**config.mk**
```make
export PLATFORM = sky130hd
export DESIGN_NAME = char_lcd_nibble_writer
export DESIGN_NICKNAME = d
export VERILOG_FILES = /design/src/rtl/core/lcdnw_pkg.sv /design/src/rtl/core/char_lcd_nibble_writer.sv /design/src/rtl/core/lcdnw_front.sv /design/src/rtl/core/lcdnw_fifo.sv /design/src/rtl/core/lcdnw_back.sv
export SDC_FILE = /design/constraint.sdc
export NUM_CORES = 1
export LEC_CHECK = 0
export ABC_AREA = 1
export BUFFER_PORTS_ARGS = -buffer_cell sky130_fd_sc_hd__buf_2
export CAP_MARGIN = 20
export CORE_MARGIN = 3
export CORE_UTILIZATION = 35
export DETAILED_ROUTE_END_ITERATION = 10
export PLACE_DENSITY = 0.49
export SETUP_SLACK_MARGIN = 0.02
export SYNTH_ARGS = -nofsm -noshare
export SYNTH_HDL_FRONTEND = slang
export SYNTH_HIERARCHICAL = 1
export SYNTH_SLANG_ARGS = --single-unit
export TNS_END_PERCENT = 5
```
**constraint.sdc**
```tcl
create_clock -name clk -period 4.45 [get_ports clk]
set_input_delay 0.89 -clock clk [delete_from_list [all_inputs] [get_ports clk]]
set_output_delay 0.89 -clock clk [all_outputs]
set_load 0.01 [all_outputs]
```
**src/rtl/core/lcdnw_pkg.sv**
```systemverilog
// ----------------------------------------------------------------------------
// lcdnw_pkg
// shared types, codes and tables of the character lcd nibble writer
// ----------------------------------------------------------------------------
package lcdnw_pkg;

	// request kinds
	typedef enum logic [2:0] {
		KIND_INIT    = 3'd0,
		KIND_COMMAND = 3'd1,
		KIND_DATA    = 3'd2,
		KIND_ADDRESS = 3'd3,
		KIND_CURSOR  = 3'd4
	} lcdnw_kind_t;

	// wait classes
	localparam logic [1:0] WAIT_NONE  = 2'd0;
	localparam logic [1:0] WAIT_START = 2'd1;
	localparam logic [1:0] WAIT_SYNC  = 2'd2;
	localparam logic [1:0] WAIT_LONG  = 2'd3;

	// configuration register indexes
	localparam logic [1:0] CFG_FUNCTION_SET    = 2'd0;
	localparam logic [1:0] CFG_ENTRY_MODE      = 2'd1;
	localparam logic [1:0] CFG_DISPLAY_CONTROL = 2'd2;

	localparam logic [7:0] FUNCTION_SET_RESET    = 8'b0010_1000;
	localparam logic [7:0] ENTRY_MODE_RESET      = 8'b0000_0110;
	localparam logic [7:0] DISPLAY_CONTROL_RESET = 8'b0000_1100;
	localparam logic [7:0] CMD_CLEAR             = 8'b0000_0001;
	localparam logic [7:0] CMD_SET_ADDRESS       = 8'h80;
	localparam logic [3:0] NIBBLE_WAKE           = 4'h3;
	localparam logic [3:0] NIBBLE_FOUR_BIT       = 4'h2;
	localparam logic [7:0] LONG_CMD_LOW          = 8'h01;
	localparam logic [7:0] LONG_CMD_HIGH         = 8'h03;

	// init sequence: four wake nibbles, then four bytes
	localparam logic [3:0] INIT_LAST_STEP = 4'd11;
	localparam logic [3:0] BYTE_LAST_STEP = 4'd1;

	typedef struct packed {
		logic [2:0] kind;
		logic [7:0] byte_value;
		logic [2:0] line_number;
		logic [5:0] column_number;
	} lcdnw_in_t;

	typedef struct packed {
		logic       register_select;
		logic [3:0] data_nibble;
		logic [1:0] wait_class;
		logic       last_transfer;
	} lcdnw_out_t;

	typedef struct packed {
		logic [7:0] function_set;
		logic [7:0] entry_mode;
		logic [7:0] display_control;
	} lcdnw_cfg_t;

	// one queued job for the nibble sequencer
	typedef struct packed {
		logic       is_init;
		logic       rs;
		logic [7:0] value;
		logic       long_check;
	} lcdnw_job_t;

	typedef struct packed {
		logic empty;
		logic full;
	} lcdnw_q_status_t;

	typedef enum logic {
		BK_IDLE = 1'b0,
		BK_RUN  = 1'b1
	} lcdnw_back_state_t;

	// start address of display lines 1 to 4
	function automatic logic [6:0] line_base(input logic [1:0] line_idx);
		logic [6:0] base;
		unique case (line_idx)
			2'd0:    base = 7'h00;
			2'd1:    base = 7'h40;
			2'd2:    base = 7'h14;
			default: base = 7'h54;
		endcase
		return base;
	endfunction

endpackage

```
**src/rtl/core/char_lcd_nibble_writer.sv**
```systemverilog
// ----------------------------------------------------------------------------
// char_lcd_nibble_writer
// turns display requests into 4-bit bus nibble transfers
// ----------------------------------------------------------------------------
//
//  channel   handshake                  payload
//  request   start / busy               cmd    (lcdnw_in_t)
//  transfer  result_valid (strobe)      result (lcdnw_out_t)
//  config    cfg_write                  cfg_index, cfg_data
//
// a request is taken at a clock edge with start high and busy low; the
// sequencer puts out one transfer per cycle; a byte request makes two transfers
// and initialize twelve; when the sequencer is free, a request passes the job
// queue, the job register and the result register before its first transfer
// appears; the job queue absorbs bursts, busy rises when it is full
// reset clears the queue and sequencer and loads the default config bytes
// results cannot be held off: each stays on the ports for one cycle only
//
module char_lcd_nibble_writer #(
	parameter int QUEUE_DEPTH = 4
) (
	input  logic                  clk,
	input  logic                  arst_n,
	input  logic                  start,
	output logic                  busy,
	input  lcdnw_pkg::lcdnw_in_t  cmd,
	output logic                  result_valid,
	output lcdnw_pkg::lcdnw_out_t result,
	input  logic                  cfg_write,
	input  logic [1:0]            cfg_index,
	input  logic [7:0]            cfg_data
);

	lcdnw_pkg::lcdnw_cfg_t      cfg_q;
	lcdnw_pkg::lcdnw_job_t      new_job;
	lcdnw_pkg::lcdnw_job_t      head_job;
	lcdnw_pkg::lcdnw_q_status_t q_status;
	logic                       new_job_valid;
	logic                       accept;
	logic                       push;
	logic                       pop;

	// request is taken only while the queue has room
	assign busy   = q_status.full;
	assign accept = start && !busy;
	// requests that send nothing are taken and dropped here
	assign push   = accept && new_job_valid;

	// configuration bytes used by initialize
	always_ff @(posedge clk or negedge arst_n) begin
		if (!arst_n) begin
			cfg_q.function_set    <= lcdnw_pkg::FUNCTION_SET_RESET;
			cfg_q.entry_mode      <= lcdnw_pkg::ENTRY_MODE_RESET;
			cfg_q.display_control <= lcdnw_pkg::DISPLAY_CONTROL_RESET;
		end else if (cfg_write) begin
			unique case (cfg_index)
				lcdnw_pkg::CFG_FUNCTION_SET:    cfg_q.function_set    <= cfg_data;
				lcdnw_pkg::CFG_ENTRY_MODE:      cfg_q.entry_mode      <= cfg_data;
				lcdnw_pkg::CFG_DISPLAY_CONTROL: cfg_q.display_control <= cfg_data;
				default: ;
			endcase
		end
	end

	// front: classify the request
	lcdnw_front u_front (
		.cmd       (cmd),
		.job_valid (new_job_valid),
		.job       (new_job)
	);

	// job queue
	lcdnw_fifo #(
		.DEPTH (QUEUE_DEPTH)
	) u_fifo (
		.clk       (clk),
		.arst_n    (arst_n),
		.push      (push),
		.push_data (new_job),
		.pop       (pop),
		.pop_data  (head_job),
		.status    (q_status)
	);

	// back: nibble sequencer with registered result
	lcdnw_back u_back (
		.clk          (clk),
		.arst_n       (arst_n),
		.cfg          (cfg_q),
		.q_status     (q_status),
		.head         (head_job),
		.pop          (pop),
		.result_valid (result_valid),
		.result       (result)
	);

`ifndef SYNTHESIS
	// transfers of one request come in consecutive cycles
	a_burst_contiguous: assert property (@(posedge clk) disable iff (!arst_n)
		result_valid && !result.last_transfer |=> result_valid)
		else $error("transfer burst broken before its last nibble");

	// the start wait only comes with the first wake nibble
	a_start_wait: assert property (@(posedge clk) disable iff (!arst_n)
		result_valid && result.wait_class == lcdnw_pkg::WAIT_START
		|-> result.data_nibble == lcdnw_pkg::NIBBLE_WAKE && !result.register_select
		&& !result.last_transfer)
		else $error("start wait on a wrong transfer");

	// a long wait is only asked for after a command nibble
	a_long_cmd_only: assert property (@(posedge clk) disable iff (!arst_n)
		result_valid && result.wait_class == lcdnw_pkg::WAIT_LONG
		|-> !result.register_select)
		else $error("long wait on a data transfer");

	// the queue never takes a job while full
	a_no_overflow: assert property (@(posedge clk) disable iff (!arst_n)
		q_status.full && !pop |=> q_status.full)
		else $error("job queue lost an entry");
`endif

endmodule

```
**src/rtl/core/lcdnw_front.sv**
```systemverilog
// ----------------------------------------------------------------------------
// lcdnw_front
// classifies a request into a sequencer job, or drops it
// ----------------------------------------------------------------------------
module lcdnw_front (
	input  lcdnw_pkg::lcdnw_in_t  cmd,
	output logic                  job_valid,
	output lcdnw_pkg::lcdnw_job_t job
);

	logic [6:0] cursor_addr;
	logic       cursor_ok;

	// base plus column minus one, wraps at 128
	assign cursor_addr = lcdnw_pkg::line_base(2'(cmd.line_number - 3'd1))
		+ {1'b0, cmd.column_number} - 7'd1;
	assign cursor_ok = (cmd.line_number >= 3'd1) && (cmd.line_number <= 3'd4)
		&& (cmd.column_number != 6'd0);

	always_comb begin
		job_valid      = 1'b0;
		job.is_init    = 1'b0;
		job.rs         = 1'b0;
		job.value      = cmd.byte_value;
		job.long_check = 1'b0;
		unique case (cmd.kind)
			lcdnw_pkg::KIND_INIT: begin
				job_valid      = 1'b1;
				job.is_init    = 1'b1;
				job.long_check = 1'b1;
			end
			lcdnw_pkg::KIND_COMMAND: begin
				job_valid      = 1'b1;
				job.long_check = 1'b1;
			end
			lcdnw_pkg::KIND_DATA: begin
				job_valid = 1'b1;
				job.rs    = 1'b1;
			end
			lcdnw_pkg::KIND_ADDRESS: begin
				job_valid = 1'b1;
				job.value = lcdnw_pkg::CMD_SET_ADDRESS | {1'b0, cmd.byte_value[6:0]};
			end
			lcdnw_pkg::KIND_CURSOR: begin
				job_valid = cursor_ok;
				job.value = lcdnw_pkg::CMD_SET_ADDRESS | {1'b0, cursor_addr};
			end
			default: begin
				job_valid = 1'b0;
			end
		endcase
	end

endmodule

```
**src/rtl/core/lcdnw_fifo.sv**
```systemverilog
// ----------------------------------------------------------------------------
// lcdnw_fifo
// short job queue between classifier and sequencer
// ----------------------------------------------------------------------------
module lcdnw_fifo #(
	parameter int DEPTH = 4
) (
	input  logic                      clk,
	input  logic                      arst_n,
	input  logic                      push,
	input  lcdnw_pkg::lcdnw_job_t     push_data,
	input  logic                      pop,
	output lcdnw_pkg::lcdnw_job_t     pop_data,
	output lcdnw_pkg::lcdnw_q_status_t status
);

	localparam int PTR_W = (DEPTH > 1) ? $clog2(DEPTH) : 1;
	localparam int CNT_W = $clog2(DEPTH + 1);
	localparam logic [PTR_W-1:0] LAST_PTR = PTR_W'(DEPTH - 1);
	localparam logic [PTR_W-1:0] PTR_ONE  = PTR_W'(1);
	localparam logic [CNT_W-1:0] CNT_ONE  = CNT_W'(1);

	lcdnw_pkg::lcdnw_job_t entry_q [DEPTH];
	logic [PTR_W-1:0] wr_ptr_q;
	logic [PTR_W-1:0] rd_ptr_q;
	logic [CNT_W-1:0] count_q;

	assign pop_data     = entry_q[rd_ptr_q];
	assign status.empty = (count_q == '0);
	assign status.full  = (count_q == CNT_W'(DEPTH));

	always_ff @(posedge clk) begin
		if (push) begin
			entry_q[wr_ptr_q] <= push_data;
		end
	end

	always_ff @(posedge clk or negedge arst_n) begin
		if (!arst_n) begin
			wr_ptr_q <= '0;
			rd_ptr_q <= '0;
			count_q  <= '0;
		end else begin
			if (push) begin
				wr_ptr_q <= (wr_ptr_q == LAST_PTR) ? '0 : wr_ptr_q + PTR_ONE;
			end
			if (pop) begin
				rd_ptr_q <= (rd_ptr_q == LAST_PTR) ? '0 : rd_ptr_q + PTR_ONE;
			end
			if (push && !pop) begin
				count_q <= count_q + CNT_ONE;
			end else if (pop && !push) begin
				count_q <= count_q - CNT_ONE;
			end
		end
	end

endmodule

```
**src/rtl/core/lcdnw_back.sv**
```systemverilog
// ----------------------------------------------------------------------------
// lcdnw_back
// nibble sequencer: one transfer per cycle from the queued job
// ----------------------------------------------------------------------------
module lcdnw_back (
	input  logic                       clk,
	input  logic                       arst_n,
	input  lcdnw_pkg::lcdnw_cfg_t      cfg,
	input  lcdnw_pkg::lcdnw_q_status_t q_status,
	input  lcdnw_pkg::lcdnw_job_t      head,
	output logic                       pop,
	output logic                       result_valid,
	output lcdnw_pkg::lcdnw_out_t      result
);

	lcdnw_pkg::lcdnw_back_state_t state_q;
	lcdnw_pkg::lcdnw_back_state_t state_next;
	lcdnw_pkg::lcdnw_job_t        job_q;
	logic [3:0]                   step_q;
	logic [3:0]                   init_off;
	logic                         last_now;
	logic                         running;
	logic [7:0]                   cur_byte;
	lcdnw_pkg::lcdnw_out_t        xfer;
	logic                         result_valid_q;
	lcdnw_pkg::lcdnw_out_t        result_q;

	assign init_off = step_q - 4'd4;
	assign last_now = job_q.is_init ? (step_q == lcdnw_pkg::INIT_LAST_STEP)
		: (step_q == lcdnw_pkg::BYTE_LAST_STEP);

	// next state
	always_comb begin
		state_next = state_q;
		unique case (state_q)
			lcdnw_pkg::BK_IDLE: begin
				if (!q_status.empty) state_next = lcdnw_pkg::BK_RUN;
			end
			lcdnw_pkg::BK_RUN: begin
				if (last_now && q_status.empty) state_next = lcdnw_pkg::BK_IDLE;
			end
			default: state_next = lcdnw_pkg::BK_IDLE;
		endcase
	end

	// outputs of the state machine
	always_comb begin
		running = 1'b0;
		pop     = 1'b0;
		unique case (state_q)
			lcdnw_pkg::BK_IDLE: begin
				pop = !q_status.empty;
			end
			lcdnw_pkg::BK_RUN: begin
				running = 1'b1;
				pop     = last_now && !q_status.empty;
			end
			default: begin
				running = 1'b0;
			end
		endcase
	end

	// byte being sent at this step
	always_comb begin
		cur_byte = job_q.value;
		if (job_q.is_init) begin
			unique case (init_off[2:1])
				2'd0:    cur_byte = cfg.function_set;
				2'd1:    cur_byte = cfg.entry_mode;
				2'd2:    cur_byte = cfg.display_control;
				default: cur_byte = lcdnw_pkg::CMD_CLEAR;
			endcase
		end
	end

	always_comb begin
		xfer.register_select = job_q.rs;
		xfer.last_transfer   = last_now;
		xfer.wait_class      = lcdnw_pkg::WAIT_NONE;
		if (step_q[0]) begin
			xfer.data_nibble = cur_byte[3:0];
			if (job_q.long_check && cur_byte >= lcdnw_pkg::LONG_CMD_LOW
				&& cur_byte <= lcdnw_pkg::LONG_CMD_HIGH) begin
				xfer.wait_class = lcdnw_pkg::WAIT_LONG;
			end
		end else begin
			xfer.data_nibble = cur_byte[7:4];
		end
		// wake-up nibbles of init
		if (job_q.is_init && step_q < 4'd4) begin
			unique case (step_q[1:0])
				2'd0: begin
					xfer.data_nibble = lcdnw_pkg::NIBBLE_WAKE;
					xfer.wait_class  = lcdnw_pkg::WAIT_START;
				end
				2'd1, 2'd2: begin
					xfer.data_nibble = lcdnw_pkg::NIBBLE_WAKE;
					xfer.wait_class  = lcdnw_pkg::WAIT_SYNC;
				end
				default: begin
					xfer.data_nibble = lcdnw_pkg::NIBBLE_FOUR_BIT;
					xfer.wait_class  = lcdnw_pkg::WAIT_NONE;
				end
			endcase
		end
	end

	always_ff @(posedge clk or negedge arst_n) begin
		if (!arst_n) begin
			state_q        <= lcdnw_pkg::BK_IDLE;
			step_q         <= '0;
			result_valid_q <= 1'b0;
		end else begin
			state_q        <= state_next;
			result_valid_q <= running;
			if (pop) begin
				step_q <= '0;
			end else if (running) begin
				step_q <= step_q + 4'd1;
			end
		end
	end

	always_ff @(posedge clk) begin
		if (pop) begin
			job_q <= head;
		end
		result_q <= xfer;
	end

	assign result_valid = result_valid_q;
	assign result       = result_q;

endmodule

```
==> key figures, run 1 <==
Setup path
  • WP buf/inv: 4
  • Cells along the critical path: buf_2 -> inv_1 -> ha_1 -> inv_1 -> a21oi_1 -> o21ai_0 -> o21ai_0 -> nand2_1 -> nor2_1 -> ha_1 -> inv_1 -> fa_1 -> nand2_1 -> nand3_1 -> nand2_1 -> nand2_1
  • CP required: approximately 4.7 ns
  • CP max FO: 9
  • Cell repeated most along the worst path: nand2_1
  • CP arrival: 3.04 ns
  • CP Launch Type: input port
  • Critical path class: input port to register
  • Cell class contributing the biggest share of worst-path delay: adder cells
  • CP Capture Type: register
  • Slowest CP cell: fa_1
  • Peak per-stage delay on the critical path: 0.38 ns

Yosys
  • Synth area leader: edfxtp_1
  • Synthesis warning total: 6
  • Syn Nets: 560
  • Seq/Total Area, Yosys: 54.8%
  • FFs w/ async S/R, synth: 37.0%
  • Top cell type's share of synthesized area: 32.9%
  • Ranking of synthesized cells by area: edfxtp_1, dfrtp_1, nand2_1
  • Top cells by count, synth: nand2_1, inv_1, edfxtp_1
  • Seq cells post-synth: 100
  • Most common cell in the netlist: nand2_1
  • Number of synthesized flops with an enable pin: 55
  • Post-Syn Area per Cell: a little under 10 sq um
  • Syn Inst Count: 508
  • Top_reg_cell synth: edfxtp_1
  • Distinct cells, synth: 40
  • Post-synthesis cell area: 0.00501 sq mm

GRT
  • First-pass GRT wire length: 17200 microns
  • Number of global-route vias before repair: 3440
  • Initial antenna violation count: 0
  • Total grt overflow: 0
  • Pin count of the biggest net entering global routing: 46
  • Total GRT Usage: between 10% and 20%

Finish
  • Syn-to-layout area delta: 11.2%
  • Antenna cell count: 0
  • Fill cell count: 1425
  • Share of cells above drive strength 1: a little under a fifth
  • Core Util, Final: approximately two fifths
  • Layout net count: roughly 600

Hold path
  • Min-Delay Path Class: register to register

Job
  • Max cap viols: 0

Timing
  • Worst setup margin: 1.64 ns
  • Max Slew Vio Count: 0
  • Rel. slew slack: a little over two fifths
  • FMAX: ~0.36 GHz
  • RSZ-0062 raised after global routing: false
  • Setup TNS: 0 ns
  • Clk_skew: 0.00580 ns
  • # setup viols final: 0
  • Hold Vio Cnt, Final: 0
  • Final period utilization: 63.1%
  • Min cycle time layout: 2.81 ns
  • Worst slew pin tran: about 0.87 ns

Place
  • Dpl hpwl: between 7000 and 8000 microns
  • Port bufs: 43
  • Placer Congestion: around 0.79
  • DP Worst Slack: 1.28 ns

Power and ir drop
  • Power Density: 565 mW/mm^2
  • Leak Pwr: 2.54 nW
  • P_sw: 0.00118 W
  • Switch share: between 30% and 40%
  • Clock power frac: about a quarter
  • Tot Pwr: 0.00315 W
  • Internal Power: 0.00197 W
  • Seq pwr share: 44.5%
  • Max VDD drop: ~0.21 mV
  • Gate power share: 30.7%

Clocking
  • Clock-pin slew of the registers on the worst-case setup and hold paths: ~0.070 ns
  • Sink Count: 100
  • CTS tree: yes
  • Setup Fix Bufs, Post-CTS: 0
  • Worst-Skew Late Latency: around 0.34 ns
  • H-tree depth: 3
  • CTS Buf Count: 9
  • Clock buffer depth: 2
  • Clock Tree Root: clkbuf_16
  • CTS resizes: 0
  • CTS Hold Buffers Added: 0

Routing
  • Vias: 3431
  • Vias per Instance: 4.70
  • Drt wl/cell: between 10 and 15 microns
  • Iteration count of the initial detailed-routing pass: 4
  • Final ANT Viol Nets: 0
  • Final wirelength: 10200 microns
  • Drt drc: 0
  • Violation count after the first detailed-route iteration: 222

Floorplan
  • Core box area: 0.0139 sq mm
  • Die Footprint: 0.0158 sq mm
  • Die height: 126 microns
  • Starting Density: 36.0%
  • Die Wd: 126 microns
  • Row cnt: 43
  • I/O pins: 44

Run status
  • Status: complete, no violations
[final timing paths]
check	end	cells after the start	from	slack, ns
setup / recovery	u_fifo/count_q[2]	16	cmd[6]	1.64
hold / removal	u_back/result[7]	0	u_back/job_q[9]	0.35
setup reg to reg	u_fifo/count_q[1]	10	u_back/step_q[1]	1.78
hold reg to reg	u_back/result[7]	0	u_back/job_q[9]	0.35
max in group asynchronous	cfg_q[15]	1	arst_n	3.26
min in group asynchronous	cfg_q[0]	1	arst_n	0.66
[flip-flops by register name (all words and copies together) (netlist names)]
name                 count
u_fifo/entry_q          44
u_fifo/rd_ptr_q          2
u_back/result_valid      1
cfg_q                   24
u_back/state_q           1
u_back/result            8
u_back/job_q            11
u_back/step_q            4
u_fifo/count_q           3
u_fifo/wr_ptr_q          2
[cell usage in the layout (no fill, tap or decap), types with 3 or more instances in the layout]
master / instances
nor2_2: 6
o21ai_0: 5
ha_1: 16
a21oi_1: 7
clkbuf_16: 9
dfrtp_1: 31
o21ai_1: 4
dfstp_2: 6
inv_8: 4
nor2_1: 18
inv_2: 10
edfxtp_1: 55
nand2_2: 3
nand3_2: 3
inv_1: 56
dfxtp_1: 8
buf_2: 43
xnor2_1: 5
xor2_1: 5
nand2_1: 142
nor3_1: 5
nand3_1: 39
o211ai_1: 23
mux2i_1: 3
a21oi_2: 4
nand4_1: 18
[cell type report]
class / count / area (sq um) / share of cell area [%]
clock buffers: 9 / 225 / 4.04
clock inverters: 7 / 71.3 / 1.28
inverters: 67 / 254 / 4.55
multi-input cells: 324 / 1840 / 33.0
flip-flops and latches: 100 / 2750 / 49.2
well taps: 180 / 225 / 4.04
repair buffers: 43 / 215 / 3.86
[logic make-up after synthesis]
kind of cell	after synthesis	synth area share [%]
AO/OA/AOI/OAI	48	6.46
AND/OR/NAND/NOR	244	22.9
flip-flops	100	54.8
XOR/XNOR	10	1.75
multiplexers	4	0.824
adder cells (fa/ha/maj)	18	4.79
buffers and inverters	84	8.54
[metal layers]
metal	share of wire [%]	up-vias	routed length, microns	global-route usage [%]
met4	1.3	0	137	4.08
met1	46	1593	4680	17.7
met3	3.2	7	330	2.80
met2	49	63	5030	23.0
li1	-	1768	-	-
met5	0	-	0	0
[power groups by stage]
| stage | Clock (W) | Sequential, W | Combinational (W) |
|---|---|---|---|
| 2_1_floorplan | 0 | 0.00134 | 0.000832 |
| 3_3_place_gp | 0 | 0.00142 | 0.000970 |
| 3_5_place_dp | 0 | 0.00142 | 0.000987 |
| 4_1_cts | 0.000809 | 0.00140 | 0.000989 |
| 5_1_grt | 0.000842 | 0.00143 | 0.00113 |
| 6_report | 0.000781 | 0.00140 | 0.000969 |
[worst register-to-register path, cell delays in order (launching register included)]
cell and delay, ns:
dfrtp_1 0.70, a21oi_1 0.20, o21ai_2 0.20, inv_2 0.06, nor2_4 0.41, inv_1 0.15, ha_1 0.22, inv_1 0.09
fa_1 0.42, nand2_1 0.08, nand2_1 0.04
[metrics by stage]
| stage | hold slack, ns | cells | instance area (sq um) |
|---|---|---|---|
| 5_1_grt | 0.364 | 730 | 5580 |
| 6_report | 0.346 | 730 | 5580 |
| 2_1_floorplan | 0.323 | 508 | 5010 |
| 4_1_cts | 0.349 | 730 | 5580 |
| 3_3_place_gp | 0.329 | 714 | 5280 |
| 3_5_place_dp | 0.331 | 714 | 5280 |
Note: power is estimated with default switching activity, not from simulation.
==> run 2, diff against run 1 <==
==> constraint.sdc (replaced) <==
create_clock -name clk -period 2.7 [get_ports clk]
set_input_delay 0.54 -clock clk [delete_from_list [all_inputs] [get_ports clk]]
set_output_delay 0.54 -clock clk [all_outputs]
set_load 0.01 [all_outputs]
==> key figures, run 2 (same netlist as run 1, synthesis figures left out) <==
Finish
  • Layout net count: 604 (was 597)
  • Share of cells above drive strength 1: 19.7% (was 18.7%)
  • Top Registers: u_fifo/entry_q (44), cfg_q (24), u_back/job_q (11) (unchanged)
  • Register bank with the most flops: u_fifo/entry_q (unchanged)
  • Largest register FFs: 44 (unchanged)
  • Syn-to-layout area delta: 12.5% (was 11.2%)
  • Commonest non-fill, non-tap cells in the layout: nand2_1, inv_1, edfxtp_1 (unchanged)
  • Antenna cell count: 0 (unchanged)
  • Most common cell after layout, fill and taps aside: nand2_1 (unchanged)

Power and ir drop
  • Power Density: 935 mW/mm^2 (was 565 mW/mm^2)
  • Leak Pwr: 2.58 nW (was 2.54 nW)
  • Max VDD drop: 0.355 mV (was 0.211 mV)
  • Tot Pwr: 0.00528 W (was 0.00315 W)

Setup path
  • Peak per-stage delay on the critical path: 0.55 ns (was 0.38 ns)
  • Critical path class: register to register (was input port to register)
  • Cells along the critical path: inv_4 -> nor2_1 -> nor2_1 -> nand2_1 -> o21ai_2 -> inv_2 -> nor2_4 -> inv_1 -> ha_1 -> inv_1 -> fa_1 -> nand2_1 -> nand3_1 -> nand2_1 -> nand2_1 (was buf_2 -> inv_1 -> ha_1 -> inv_1 -> a21oi_1 -> o21ai_0 -> o21ai_0 -> nand2_1 -> nor2_1 -> ha_1 -> inv_1 -> fa_1 -> nand2_1 -> nand3_1 -> nand2_1 -> nand2_1)
  • CP Capture Type: register (unchanged)
  • CP required: 2.94 ns (was 4.68 ns)
  • Cell repeated most along the worst path: nand2_1 (unchanged)
  • Slowest CP cell: edfxtp_1 (was fa_1)
  • CP Launch Type: register (was input port)
  • CP max FO: 8 (was 9)
  • CP arrival: 2.52 ns (was 3.04 ns)

Clocking
  • Sink Count: 100 (unchanged)
  • Clock buffer depth: 2 (unchanged)
  • Setup Fix Bufs, Post-CTS: 0 (unchanged)
  • H-tree depth: 3 (unchanged)
  • Clock Tree Root: clkbuf_16 (unchanged)
  • Worst-Skew Late Latency: 0.35 ns (was 0.34 ns)
  • CTS tree: yes (unchanged)
  • Clock-pin slew of the registers on the worst-case setup and hold paths: 0.08 ns (was 0.07 ns)
  • CTS Buf Count: 9 (unchanged)
  • CTS Hold Buffers Added: 0 (unchanged)
  • CTS resizes: 0 (unchanged)

GRT
  • First-pass GRT wire length: 17300 microns (was 17200 microns)
  • Pin count of the biggest net entering global routing: 46 (unchanged)
  • Total GRT Usage: 13.5% (was 13.6%)
  • Total grt overflow: 0 (unchanged)
  • Number of global-route vias before repair: 3529 (was 3440)
  • Initial antenna violation count: 0 (unchanged)

Timing
  • Final period utilization: 84.5%
  • Max Slew Vio Count: 0 (unchanged)
  • # setup viols final: 0 (unchanged)
  • Setup TNS: 0 ns (unchanged)
  • Min cycle time layout: 2.28 ns
  • Hold Vio Cnt, Final: 0 (unchanged)
  • Rel. slew slack: 43.8% (was 41.8%)
  • FMAX: roughly 0.44 GHz
  • Clk_skew: 0.00824 ns (was 0.00580 ns)
  • Worst slew pin tran: 0.843 ns (was 0.867 ns)
  • RSZ-0062 raised after global routing: false (unchanged)

Routing
  • WL met1: 4710 microns (was 4680 microns)
  • Final ANT Viol Nets: 0 (unchanged)
  • Violation count after the first detailed-route iteration: 189 (was 222)
  • Max layer used: met4 (unchanged)
  • Vias: 3479 (was 3431)
  • Final wirelength: 10100 microns (was 10200 microns)
  • Iteration count of the initial detailed-routing pass: 4 (unchanged)
  • Met2 wire len: 4790 microns (was 5030 microns)
  • Vias per Instance: 4.72 (was 4.70)
  • Drt wl/cell: 13.7 microns (was 14.0 microns)
  • WL met3: 379 microns (was 330 microns)
  • Drt drc: 0 (unchanged)

Floorplan
  • Core box area: 0.0139 sq mm (unchanged)
  • Starting Density: 36.0% (unchanged)
  • Die Wd: 126 microns (unchanged)
  • Die Footprint: 0.0158 sq mm (unchanged)
  • Row cnt: 43 (unchanged)
  • I/O pins: 44 (unchanged)
  • Die height: 126 microns (unchanged)

Run status
  • Status: complete, no violations (unchanged)

Hold path
  • Min-Delay Path Class: input port to asynchronous set/reset pin (was register to register)

Place
  • Placer Congestion: 0.784 (was 0.794)
  • Dpl hpwl: 7380 microns (was 7290 microns)
  • Port bufs: 43 (unchanged)

Job
  • Max cap viols: 0 (unchanged)
## run 2: final cells by class
class	count	area (sq um)
fill	1394	8290
sequential	100	2750
multi-input combinational	324	1840
timing repair buffer	50	268
inverter	67	254
clock buffer	9	225
tap	180	225
clock inverter	7	83.8
## run 2: critical path, delay by kind of cell (launching register included)
kind | cells | cell delay [ns]
fa+ha+maj | 2 | 0.57
compound gates | 1 | 0.08
buf+inv | 4 | 0.37
flops | 1 | 0.55
simple gates | 8 | 0.62
## run 2: worst paths after layout
path / startpoint / endpoint / slack (ns) / cells past startpoint
setup / recovery: u_back/job_q[10] / u_fifo/count_q[2] / 0.42 / 15
hold / removal: arst_n / cfg_q[0] / 0.29 / 1
setup reg to reg: u_back/job_q[10] / u_fifo/count_q[2] / 0.42 / 15
hold reg to reg: u_back/job_q[9] / u_back/result[7] / 0.34 / 0
max in group asynchronous: arst_n / cfg_q[23] / 1.87 / 1
min in group clk: u_back/job_q[9] / u_back/result[7] / 0.34 / 0
## run 2: through the flow
step / cells / util (%) / hold slack [ns] / worst slack, ns / cell area, sq um
5_1_grt: 737 / 40.5 / 0.355 / 0.180 / 5640
3_3_place_gp: 721 / 38.3 / 0.331 / 0.240 / 5330
4_1_cts: 737 / 40.5 / 0.318 / 0.393 / 5640
6_report: 737 / 40.5 / 0.295 / 0.418 / 5640
2_1_floorplan: 508 / - / 0.244 / 0.239 / 5010
3_5_place_dp: 721 / 38.3 / 0.330 / 0.189 / 5330
## run 2: per-layer routing
| layer | global-route usage (%) | vias to the layer above |
|---|---|---|
| li1 | - | 1788 |
| met2 | 22.0 | 68 |
| met5 | 0 | - |
| met1 | 18.0 | 1610 |
| met4 | 5.29 | 0 |
| met3 | 2.33 | 13 |
## run 2: power breakdown
part / total (W) / internal (W) / switching (W)
clock network: 0.00131 / 0.000668 / 0.000645
registers: 0.00221 / 0.00202 / 0.000185
logic: 0.00175 / 0.000617 / 0.00114
==> run 3, diff against run 2 <==
--- a/config.mk
+++ b/config.mk
@@ -5,13 +5,13 @@
 export SDC_FILE = /design/constraint.sdc
 export NUM_CORES = 1
 export LEC_CHECK = 0
-export ABC_AREA = 1
+export ABC_AREA = 0
 export BUFFER_PORTS_ARGS = -buffer_cell sky130_fd_sc_hd__buf_2
 export CAP_MARGIN = 20
 export CORE_MARGIN = 3
 export CORE_UTILIZATION = 35
 export DETAILED_ROUTE_END_ITERATION = 10
-export PLACE_DENSITY = 0.49
+export PLACE_DENSITY = 0.51
 export SETUP_SLACK_MARGIN = 0.02
 export SYNTH_ARGS = -nofsm -noshare
 export SYNTH_HDL_FRONTEND = slang
==> constraint.sdc (replaced) <==
create_clock -name clk -period 1.9 [get_ports clk]
set_input_delay 0.38 -clock clk [delete_from_list [all_inputs] [get_ports clk]]
set_output_delay 0.38 -clock clk [all_outputs]
set_load 0.01 [all_outputs]
==> key figures, run 3 <==
Floorplan
  • Die Footprint: 0.0144 sq mm (was 0.0158 sq mm)
  • Die height: 120 microns (was 126 microns)
  • I/O pins: 44 (unchanged)
  • Starting Density: 36.0% (about the same)
  • Core box area: 0.0127 sq mm (was 0.0139 sq mm)
  • Die Wd: 120 microns (was 126 microns)
  • Row cnt: 41 (was 43)

Yosys
  • Mux share of post-synthesis cell area: 15.8% (was 0.824%)
  • Post-synthesis adder-cell area fraction: 5.27% (was 4.79%)
  • Most common cell in the netlist: edfxtp_1 (was nand2_1)
  • Largest family of logic cells by synthesized area: multiplexers (was simple AND/OR/NAND/NOR gates)
  • Ranking of synthesized cells by area: edfxtp_1, dfrtp_1, mux2_2 (was edfxtp_1, dfrtp_1, nand2_1)
  • Synth area leader: edfxtp_1 (unchanged)
  • Post-Syn Area per Cell: 14.5 sq um (was 9.87 sq um)
  • Top cell type's share of synthesized area: 36.2% (was 32.9%)
  • Post-synthesis cell area: 0.00456 sq mm (was 0.00501 sq mm)
  • Synth Area in Compound Gates: 6.61% (was 6.46%)
  • FFs w/ async S/R, synth: 37.0% (unchanged)
  • Synthesis warning total: 6 (unchanged)
  • Seq cells post-synth: 100 (unchanged)
  • Seq/Total Area, Yosys: 60.2% (was 54.8%)
  • Top_reg_cell synth: edfxtp_1 (unchanged)
  • Distinct cells, synth: 49 (was 40)
  • Top cells by count, synth: edfxtp_1, mux2_2, dfrtp_1 (was nand2_1, inv_1, edfxtp_1)
  • Synth Area in Simple Gates: 7.63% (was 22.9%)
  • Syn Inst Count: 315 (was 508)
  • Post-Synth XOR/XNOR Area: 2.11% (was 1.75%)
  • Syn Nets: 367 (was 560)
  • Number of synthesized flops with an enable pin: 55 (unchanged)

Timing
  • Hold Vio Cnt, Final: 0 (unchanged)
  • Min cycle time layout: 2.14 ns (was 2.28 ns)
  • Max Slew Vio Count: 0 (unchanged)
  • RSZ-0062 raised after global routing: true (was false)
  • Clk_skew: 0.00518 ns (was 0.00824 ns)
  • Worst setup margin: -0.235 ns (was 0.418 ns)
  • Rel. slew slack: 61.2% (was 43.8%)
  • FMAX: 0.468 GHz (was 0.438 GHz)
  • # setup viols final: 4 (was 0)
  • Final period utilization: 112% (was 84.5%)
  • Hold WS: 0.0830 ns (was 0.295 ns)
  • Worst slew pin tran: 0.581 ns (was 0.843 ns)

Run status
  • Status: complete, but fails checks (was complete, no violations)
  • Failing checks: setup timing

Routing
  • Final ANT Viol Nets: 0 (unchanged)
  • Violation count after the first detailed-route iteration: 76 (was 189)
  • Drt drc: 0 (unchanged)
  • Vias per Instance: 4.69 (was 4.72)
  • Final wirelength: 8630 microns (was 10100 microns)
  • Iteration count of the initial detailed-routing pass: 4 (unchanged)
  • Drt wl/cell: 14.5 microns (was 13.7 microns)
  • Vias: 2786 (was 3479)

Finish
  • Top Registers: u_fifo/entry_q (44), cfg_q (24), u_back/job_q (11) (unchanged)
  • Finished Cell Area: 0.00586 sq mm (was 0.00564 sq mm)
  • Layout net count: 469 (was 604)
  • Syn-to-layout area delta: 28.6% (was 12.5%)
  • Register bank with the most flops: u_fifo/entry_q (unchanged)
  • Antenna cell count: 0 (unchanged)
  • Core Util, Final: 46.3% (was 40.5%)
  • Commonest non-fill, non-tap cells in the layout: edfxtp_1, buf_4, buf_2 (was nand2_1, inv_1, edfxtp_1)
  • Share of cells above drive strength 1: 46.7% (was 19.7%)
  • Largest register FFs: 44 (unchanged)
  • Most common cell after layout, fill and taps aside: edfxtp_1 (was nand2_1)

Place
  • Dpl hpwl: 6320 microns (was 7380 microns)
  • DP Worst Slack: -0.625 ns (was 0.189 ns)
  • Placer Congestion: 0.876 (was 0.784)
  • Port bufs: 43 (unchanged)
  • Placed instance area: 0.00539 sq mm (was 0.00533 sq mm)

Setup path
  • CP arrival: 2.36 ns (was 2.52 ns)
  • CP Launch Type: register (unchanged)
  • Critical path class: register to register (unchanged)
  • CP Launch Point: u_back/job_q[10] (unchanged)
  • CP max FO: 3 (was 8)
  • R2R Path Start: u_back/job_q[10] (unchanged)
  • Crit path to: u_fifo/count_q[1] (was u_fifo/count_q[2])
  • CP Capture Type: register (unchanged)
  • Reg2reg path depth: 10 (was 15)
  • Reg-to-reg slack, setup: -0.24 ns (was 0.42 ns)
  • Worst R2R End: u_fifo/count_q[1] (was u_fifo/count_q[2])
  • CP required: 2.12 ns (was 2.94 ns)

Clocking
  • Worst-Skew Late Latency: 0.34 ns (was 0.35 ns)
  • CTS tree: yes (unchanged)
  • H-tree depth: 3 (unchanged)
  • CTS Buf Count: 9 (unchanged)
  • Clock buffer depth: 2 (unchanged)
  • Clock Tree Root: clkbuf_16 (unchanged)
  • Clock-pin slew of the registers on the worst-case setup and hold paths: 0.06 ns (was 0.08 ns)
  • Sink Count: 100 (unchanged)
  • CTS Hold Buffers Added: 0 (unchanged)

Power and ir drop
  • Leak Pwr: 2.38 nW (was 2.58 nW)
  • Power Density: 1270 mW/mm^2 (was 935 mW/mm^2)
  • Max VDD drop: 0.464 mV (was 0.355 mV)
  • Tot Pwr: 0.00747 W (was 0.00528 W)

GRT
  • First-pass GRT wire length: 14300 microns (was 17300 microns)
  • Initial antenna violation count: 0 (unchanged)
  • Total grt overflow: 0 (unchanged)
  • Pin count of the biggest net entering global routing: 38 (was 46)
  • Number of global-route vias before repair: 2926 (was 3529)
  • Total GRT Usage: 12.9% (was 13.5%)

Job
  • Max cap viols: 0 (unchanged)

Hold path
  • Min-Delay Path Class: input port to asynchronous set/reset pin (unchanged)
[run 3: cell types whose count changed in the layout (fill, tap and decap cells not counted), moves of 6 or more]
cell | before | now
nand2_1 | 142 | 22
nor2_1 | 18 | 12
inv_1 | 56 | 10
nand4_1 | 18 | 6
nand3_1 | 39 | 1
buf_4 | 7 | 51
mux2_2 | 1 | 34
mux4_2 | 0 | 8
o211ai_1 | 23 | 2
[run 3: through the flow]
stage | TNS, ns | cells
global route | -2.53 | 594
global placement | -25.50 | 571
CTS | -0.552 | 589
floorplan | -9.89 | 315
detailed placement | -26.45 | 571
finish | -0.589 | 594
[run 3: cells by family after synthesis]
kind of cell | after synthesis
DFF | 100
and+or+nand+nor | 66
muxes | 52
AOI/OAI and AO/OA | 44
buffers and inverters | 24
adders and majority gates | 18
xor gates and xnor gates | 11
[run 3: cell type report]
class / instances / area, sq um
Clock buffer: 9 / 225
Clock inverter: 7 / 57.6
Fill cell: 1174 / 6810
Inverter: 16 / 60.1
Multi-Input combinational cell: 191 / 1860
Sequential cell: 100 / 2750
Tap cell: 172 / 215
Timing Repair Buffer: 99 / 696
[run 3: how the worst min path moves through the flow]
stage                          startpoint  cells after the start               end  slack, ns
after CTS                          arst_n                      2          cfg_q[8]       0.09
after detailed placement  u_back/job_q[9]                      0  u_back/result[7]       0.34
after global routing               arst_n                      2         cfg_q[12]       0.11
after global placement    u_back/job_q[9]                      0  u_back/result[7]       0.33
final                              arst_n                      2         cfg_q[12]       0.08
after floorplan                    arst_n                      0          cfg_q[0]       0.08
[run 3: power by group]
group	internal [W]	switching (W)
clock network	0.00100	0.000737
logic	0.00140	0.00124
registers	0.00284	0.000250
[run 3: what timing repair did]
item,in CTS,in global routing
endpoints found under the hold margin,0,0
endpoints found under the setup margin,66,62
setup buffers,2,5
resized for setup,12,21
pin swaps,6,19
[run 3: metal layers]
layer | vias to the layer above | share of wire [%] | global-route usage [%]
li1 | 1380 | - | -
met1 | 1349 | 48 | 17.3
met2 | 46 | 47 | 20.1
met3 | 11 | 3.4 | 3.35
met4 | 0 | 1.9 | 5.37
met5 | - | 0 | 0
[run 3: worst max-delay path: stages (launching register included)]
cell and delay [ns]:
edfxtp_1 0.42, buf_6 0.14, nor3_4 0.09, o211ai_1 0.11, buf_4 0.16, a21oi_4 0.15, inv_2 0.07, ha_4 0.15
inv_2 0.05, fa_2 0.42, mux2_4 0.27
